==> src/hdl/spcp_pkg.sv <==
`timescale 1ns / 1ps
`default_nettype none
// ----------------------------------------------------------------------------
// Shape pair collision package
// Shared constants and codes for the shape pair collision block.
// ----------------------------------------------------------------------------
package spcp_pkg;

    localparam int DEF_FRAC_BITS  = 8;
    localparam int DEF_COORD_BITS = 24;
    localparam int QUEUE_DEPTH    = 4;

    localparam logic [1:0] KIND_CIRCLE = 2'd0;
    localparam logic [1:0] KIND_RECT   = 2'd1;

    typedef enum logic [1:0] {
        MODE_MISS,
        MODE_BOX,
        MODE_ROUND,
        MODE_CBOX
    } t_mode;

endpackage
`default_nettype wire

==> src/hdl/spcp_fifo.sv <==
`timescale 1ns / 1ps
`default_nettype none
// ----------------------------------------------------------------------------
// Shape pair collision job queue
// Short first-in first-out queue between the front end and the back end.
// ----------------------------------------------------------------------------
module spcp_fifo import spcp_pkg::*; #(
    parameter type t_data = logic,
    parameter int  DEPTH  = QUEUE_DEPTH
) (
    input  wire   i_clk,
    input  wire   i_rst_n,
    input  wire   i_push,
    input  t_data i_data,
    output logic  o_full,
    input  wire   i_pop,
    output logic  o_nempty,
    output t_data o_data
);
    localparam int AW = (DEPTH > 1) ? $clog2(DEPTH) : 1;
    localparam int CW = $clog2(DEPTH + 1);

    t_data          r_mem [DEPTH];
    logic [AW-1:0]  r_wr, r_rd;
    logic [CW-1:0]  r_cnt;

    assign o_full   = (r_cnt == CW'(DEPTH));
    assign o_nempty = (r_cnt != '0);
    assign o_data   = r_mem[r_rd];

    always_ff @(posedge i_clk) begin
        if (!i_rst_n) begin
            r_wr  <= '0;
            r_rd  <= '0;
            r_cnt <= '0;
        end else begin
            if (i_push) begin
                r_wr <= (r_wr == AW'(DEPTH - 1)) ? '0 : r_wr + 1'b1;
            end
            if (i_pop) begin
                r_rd <= (r_rd == AW'(DEPTH - 1)) ? '0 : r_rd + 1'b1;
            end
            if (i_push && !i_pop) begin
                r_cnt <= r_cnt + 1'b1;
            end else if (!i_push && i_pop) begin
                r_cnt <= r_cnt - 1'b1;
            end
        end
    end

    always_ff @(posedge i_clk) begin
        if (i_push) begin
            r_mem[r_wr] <= i_data;
        end
    end

endmodule
`default_nettype wire

==> config.mk <==
export PLATFORM = sky130hd
export DESIGN_NAME = spcp_fifo
export DESIGN_NICKNAME = d
export VERILOG_FILES = /design/src/hdl/spcp_pkg.sv /design/src/hdl/spcp_fifo.sv
export SDC_FILE = /design/constraint.sdc
export NUM_CORES = 1
export LEC_CHECK = 0
export BUFFER_PORTS_ARGS = -buffer_cell sky130_fd_sc_hd__buf_4
export CELL_PAD_IN_SITES_DETAIL_PLACEMENT = 0
export CELL_PAD_IN_SITES_GLOBAL_PLACEMENT = 1
export CORE_MARGIN = 4
export CORE_UTILIZATION = 25
export DETAILED_ROUTE_END_ITERATION = 6
export GPL_TIMING_DRIVEN = 0
export MAX_ROUTING_LAYER = met4
export PLACE_DENSITY_LB_ADDON = 0.08
export SYNTH_ARGS = -nofsm -noshare
export SYNTH_HDL_FRONTEND = slang
export SYNTH_SLANG_ARGS = --single-unit
==> constraint.sdc <==
create_clock -name i_clk -period 1.9 [get_ports i_clk]
set_input_delay 0.095 -clock i_clk [delete_from_list [all_inputs] [get_ports i_clk]]
set_output_delay 0.095 -clock i_clk [all_outputs]
set_load 0.1 [all_outputs]
==> reports/results.txt, run 1 <==
gr usage total: 7.01%
Clock Tree Buf Depth: 2
CP bufs+invs: 0
antenna violation net count after detailed routing: 0
Gate power share: 29.8%
Post-Synth Simple-Gate Area: 15.6%
Top Ports: 8
VDD IR max: 0.726 mV
P_sw: 0.000249 W
Syn Std Cell Area: 602 µm²
fillers: 240
Seq cells post-synth: 13
hold_ws: 0.0267 ns
post-route minimum period: 1.47 ns
Die Span Y: 57.1 µm
postcts setup bufs: 0
clk sink count: 13
syn nets: 61
final setup vio count: 0
Seq/Total Area, Yosys: 49.9%
remaining global-route overflow: 0
achievable frequency: 679 MHz
crit path capture type: flip-flop
Initial Utilization: 26.7%
Root Buffer: clkbuf_4
Routed WL: 916 µm
xor-xnor portion of the synthesized cell area: 2.91%
Antenna Cells: 0
WL per Instance: 10.4 µm
I/O Buffers: 7
GPL Wtd Cong: 0.665
Clock Latency Late Sink: 0.26 ns
FF-to-FF path depth: 4
Top delay family on crit path: adder cells
RSZ-0062 raised after global routing: no
Syn. warnings: 0
FF+latch area: 300 µm²
Layout Cells excl Fill: 88
fin nets: 73
outcome: finished, final reports clean
DRC: 0
Setup crit start kind: flip-flop
clock input transition at the sequential cells of the worst setup and hold paths: 0.08 ns
layout cells sized above 1: 20.0%
Layout area overhead: 19.8%
Seq pwr share: 46.9%
Worst EP required: 2.10 ns
Core Region: 2250 µm²
Data arrival, critical path: 1.67 ns
Yosys top cell by area: dfxtp_1
final hold vios: 0
Min-Delay Path Class: input port to flip-flop
vias in the first global route: 384
Final Power: 0.000712 W
synth top area cells: dfxtp_1 (30%), edfxtp_1 (20%), ha_1 (12%), mux2i_1 (6.7%), and2_1 (5.2%)
hold path cells: 1
synthesized instance count: 49
Sw Ratio: 35.0%
Rel. slew slack: 81.6%
critical path's largest stage delay: 0.44 ns
Clock Power Share: 23.3%
Synth top area share: 29.9%
hold buffer count at CTS: 0
maxcap violations: 0
fin crit share: 77.5%
largest family of logic cells by synthesized area: adder cells
CTS tree: yes
via count: 361
CTS Buf Count: 3
CP Class: flip-flop to flip-flop
slew of the pin with the lowest slew margin: 0.278 ns
Post-Synth Adder-Cell Area: 15.8%
Yosys cell types: 17
die width: 57.1 µm
Internal: 0.000463 W
Iter 0 DRT Violations: 4
Rows: 17
Final TNS setup: 0 ns
H-tree Lvls: 1
Stages on worst setup path: 4
largest net degree at the start of global routing: 8
Slowest cell on crit path: fa_1
CTS resizes: 0
Slew Limit Fails: 0
Compound-Gate Fraction of Synth Area: 2.91%
die area: 3260 µm²
mux contribution to synthesized area: 10.4%
Synth Area per Inst: 12.3 µm²
leakage power: 0.307 nW
Final HPWL DP: 728 µm
crit-path max FO: 4
CP cell instances: fa_1, xor2_1, or3_1, a21boi_1
Vias/cell: 4.10
Multi-input gate area: 292 µm²
initial antenna violation count: 0
clock skew: 0.000589 ns
DRT Pass-1 Iters: 2
first-pass GRT wire length: 1650 µm
power per standard cell area: 988 nW/µm²
placed cell count: 84
-- layout make-up --
type	count	share of cell area, %
clock buffers	4	3.65
inverters	4	2.08
multi-input cells	32	40.5
flip-flops and latches	13	41.7
well taps	28	4.86
repair buffers	7	7.29
-- metrics by stage --
| stage | instance area (µm²) | util [%] | setup WS, ns |
|---|---|---|---|
| 2_1_floorplan | 607 | - | 0.224 |
| 3_3_place_gp | 694 | 30.8 | 0.301 |
| 3_5_place_dp | 694 | 30.8 | 0.321 |
| 4_1_cts | 721 | 32.0 | 0.414 |
| 5_1_grt | 721 | 32.0 | 0.355 |
| 6_report | 721 | 32.0 | 0.427 |
-- cell usage after synthesis --
cell type / instances
inv_1: 4
mux2i_1: 4
nor2_1: 1
a21oi_1: 1
xor2_1: 1
dfxtp_1: 9
ha_1: 6
edfxtp_1: 4
nor3b_1: 2
a21boi_1: 1
mux4_2: 1
fa_1: 1
xnor2_1: 1
o21ai_0: 1
or3_1: 2
nor2b_1: 5
and2_1: 5
-- power groups by stage --
stage          logic, W  clock network (W)  registers [W]
3_5_place_dp   0.000214                  0       0.000342
3_3_place_gp   0.000216                  0       0.000342
6_report       0.000212           0.000166       0.000334
5_1_grt        0.000230           0.000189       0.000339
4_1_cts        0.000215           0.000179       0.000335
2_1_floorplan  0.000172                  0       0.000336
-- layout by cell type, fill, tap and decap left out --
master	Yosys	layout
mux2i_1	4	4
clkbuf_4	0	3
inv_1	4	4
and2_1	5	5
fa_1	1	1
nor3b_2	0	1
edfxtp_1	4	4
dfxtp_1	9	9
nor3b_1	2	1
ha_1	6	6
nor2b_1	5	5
mux4_2	1	1
nor2_1	1	1
xor2_1	1	1
or3_1	2	2
clkbuf_1	0	1
buf_4	0	7
o21ai_0	1	1
xnor2_1	1	1
a21oi_1	1	1
a21boi_1	1	1
-- final timing paths --
| kind | slack (ns) | to | start |
|---|---|---|---|
| worst max register to register | 0.43 | r_cnt[2]$_SDFFE_PN0P_ | r_cnt[0]$_SDFFE_PN0P_ |
| worst min register to register | 0.51 | r_cnt[2]$_SDFFE_PN0P_ | r_cnt[2]$_SDFFE_PN0P_ |
| worst max-delay path | 0.43 | r_cnt[2]$_SDFFE_PN0P_ | r_cnt[0]$_SDFFE_PN0P_ |
| worst min-delay path | 0.03 | r_mem[0]$_DFFE_PP_ | i_data |
-- routing by layer --
layer	wire, µm	GRT usage (%)
met5	0	-
met4	0	3.97
met3	44	2.04
met2	431	10.3
met1	440	8.53
-- kinds of logic after synthesis --
logic type / count (synthesis)
AND/OR/NAND/NOR: 15
adder cells (fa/ha/maj): 7
multiplexers: 5
buffers and inverters: 4
AO/OA/AOI/OAI: 3
flip-flops: 13
XOR/XNOR: 2
No activity file was read; power rests on OpenSTA's default activity.
==> run 2: changes to the inputs <==
ABC_AREA = 1   (was not set)
clock period = 1.2 ns   (was 1.9 ns; I/O delays follow)
==> run 2 against run 1 <==
Against the previous run: flip-flop and latch count unchanged; critical path type is now flip-flop to output port; clock skew up 0.0057 ns; via count increased by 25%; cell count up 27%; the flow now finishes with violations (setup timing); sequential power grew 59%; worst setup slack worse by 0.48 ns; register-to-register slack got worse by 0.37 ns; global-route usage grew 0.60 points; largest power group unchanged.
==> reports/results.txt, run 2 <==
outcome: finished, violations left
failing checks: setup timing
Syn. warnings: 0 (unchanged)
Min-Delay Path Class: input port to flip-flop
clock skew: 0.00626 ns (+0.00567 ns)
fin area: 813 µm² (+13%)
post-route minimum period: 1.25 ns
Clock Latency Late Sink: 0.27 ns (about the same)
H-tree Lvls: 1 (unchanged)
most frequent cells in the layout: inv_1 (11), nor2_1 (11), nand2_1 (9)
fin nets: 97 (+33%)
Initial Utilization: 27.0% (+0.36 points)
Slowest cell on crit path: edfxtp_1
Final HPWL DP: 812 µm (+12%)
die width: 57.6 µm (+0.97%)
fin crit share: 104%
VDD IR max: 0.578 mV (-20%)
I/O Buffers: 7 (unchanged)
DRT Pass-1 Iters: 4 (+2)
crit-path max FO: 1 (-3)
number of synthesized flops with an enable pin: 4 (unchanged)
slew of the pin with the lowest slew margin: 0.310 ns (+0.0320 ns)
die area: 3320 µm² (+2.0%)
CP bufs+invs: 1 (+1)
Rows: 17 (unchanged)
Core Region: 2280 µm² (+0.94%)
Rel. slew slack: 79.1% (-2.5 points)
Synth top area share: 29.3% (-0.67 points)
CTS tree: yes
synth top area cells: dfxtp_1 (29%), edfxtp_1 (20%), ha_1 (12%), inv_1 (8.5%), nor2_1 (7.3%)
placed inst area: 727 µm² (+4.7%)
WL per Instance: 9.56 µm (-8.1%)
Vias/cell: 4.04 (-1.6%)
Root Buffer: clkbuf_4
Syn Std Cell Area: 616 µm² (+2.3%)
clock input transition at the sequential cells of the worst setup and hold paths: 0.08 ns (about the same)
vias in the first global route: 415 (+8.1%)
FF+latch area: 310 µm² (+3.3%)
leakage power: 0.387 nW (+26%)
most instantiated cells after synthesis: inv_1 (14), nor2_1 (12), dfxtp_1 (9), nand2_1 (9)
Slew Limit Fails: 0 (unchanged)
Data arrival, critical path: 1.19 ns (-0.48 ns)
DRC: 0 (unchanged)
Layout Cells excl Fill: 112 (+27%)
largest net degree at the start of global routing: 8 (unchanged)
final hold vios: 0 (unchanged)
count leader, synth: inv_1
first-pass GRT wire length: 1810 µm (+10%)
Top Ports: 8 (unchanged)
Seq/Total Area, Yosys: 48.8% (-1.1 points)
remaining global-route overflow: 0 (unchanged)
Seq cells post-synth: 13 (unchanged)
Yosys cell types: 15 (-2)
Top delay family on crit path: flip-flops
Worst EP required: 1.14 ns (-0.96 ns)
placed cell count: 106 (+26%)
syn nets: 83 (+36%)
clk sink count: 13 (unchanged)
Layout area overhead: 32.1%
critical path's largest stage delay: 0.40 ns (-0.04 ns)
power per standard cell area: 1460 nW/µm² (+48%)
Antenna Cells: 0 (unchanged)
Synth Area per Inst: 8.67 µm² (-29%)
post-route setup slack: -0.0492 ns (-0.476 ns)
gr usage total: 7.60% (+0.60 points)
Iter 0 DRT Violations: 3 (-1)
final setup vio count: 1 (+1)
CP cell instances: nor2_2, nor2_1, o21ai_1, o21ai_4, buf_12
Routed WL: 1070 µm (+17%)
initial antenna violation count: 0 (unchanged)
achievable frequency: 801 MHz
Clock Tree Buf Depth: 2 (unchanged)
RSZ-0062 raised after global routing: yes
Main synth FF type: dfxtp_1
Yosys top cell by area: dfxtp_1
via count: 452 (+25%)
synthesized instance count: 71 (+45%)
crit path capture type: output port
antenna violation net count after detailed routing: 0 (unchanged)
Async SR Flop Fraction: 0% (unchanged)
fillers: 224 (-6.7%)
CP Class: flip-flop to output port
maxcap violations: 0 (unchanged)
CTS Buf Count: 3 (unchanged)
Multi-input gate area: 287 µm² (-1.7%)
GPL Wtd Cong: 0.735 (+10%)
layout cells sized above 1: 28.6% (+8.6 points)
Setup crit start kind: flip-flop
pre-CTS setup slack: -0.140 ns (-0.461 ns)
Die Span Y: 57.6 µm (+0.97%)
run 2: cell types whose count changed after synthesis, sizes merged, moves of 3 or more:
cell   before  now
inv         4   15
nor2        1   12
nand2       0    9
and2        5    0
nor2b       5    0
o21ai       1    6
mux2i       4    0
nor3        0    3
run 2: cells by family (layout without fill, tap and decap cells):
kind of cell               after synthesis  count (layout)  share of synthesized area (%)
AOI/OAI and AO/OA                        9               9                           7.32
xor gates and xnor gates                 1               1                           1.42
DFF                                     13              13                           48.8
adders and majority gates                7               7                           15.4
and+or+nand+nor                         26              26                           17.9
buffers and inverters                   15              28                           9.15
run 2: through the flow:
| stage | hold WS [ns] | utilization, % | total power (W) | setup TNS, ns |
|---|---|---|---|---|
| 2_1_floorplan | 0.159 | - | 0.000799 | -0.0199 |
| 3_3_place_gp | 0.262 | 31.9 | 0.000871 | -0.228 |
| 3_5_place_dp | 0.269 | 31.9 | 0.000870 | -0.211 |
| 4_1_cts | 0.0316 | 34.8 | 0.00119 | -0.0946 |
| 5_1_grt | 0.0648 | 35.7 | 0.00127 | -0.167 |
| 6_report | 0.0442 | 35.7 | 0.00119 | -0.0492 |
run 2: final timing paths:
kind | from | to | slack [ns] | cells past startpoint
worst max-delay path | r_mem[1]$_DFFE_PP_ | o_data | -0.05 | 5
worst min-delay path | i_rst_n | r_cnt[2]$_SDFFE_PN0P_ | 0.04 | 3
worst max register to register | r_cnt[1]$_SDFFE_PN0P_ | r_cnt[1]$_SDFFE_PN0P_ | 0.06 | 3
worst min register to register | r_wr[1]$_SDFFE_PN0P_ | r_wr[1]$_SDFFE_PN0P_ | 0.53 | 2
run 2: layer usage:
layer	track usage [%]	share of wire (%)	up-vias
met5	-	0	-
met4	5.96	1.7	0
met1	9.41	47	191
met3	2.00	6.1	2
li1	-	-	249
met2	10.3	45	10
run 2: where the power goes:
group          switching (W)  internal (W)  leakage (nW)  total [W]
clock               0.000143      0.000129        0.0150   0.000272
combinational       0.000248      0.000138         0.258   0.000386
sequential         0.0000358      0.000497         0.113   0.000532
total               0.000427      0.000763         0.387    0.00119
run 2: worst register-to-register path: cells and delay by family, from the launching register on:
family                     cells  cell delay, ns
DFF                            1            0.38
AOI/OAI and AO/OA              1            0.05
and+or+nand+nor                1            0.11
adders and majority gates      1            0.52
run 2: final cells by class:
cell class / count / share of cell area, %
clock buffers: 4 / 3.23
inverters: 15 / 6.92
multi-input cells: 43 / 35.2
flip-flops and latches: 13 / 38.2
well taps: 28 / 4.31
repair buffers: 9 / 12.2
run 2: what timing repair did:
action / CTS / global route
endpoints found under the setup margin: 5 / 3
hold buffers: 1 / 0
hold endpoints to repair: 4 / 0
pin swaps: 2 / 2
resized for setup: 12 / 6
setup buffers: 0 / 1
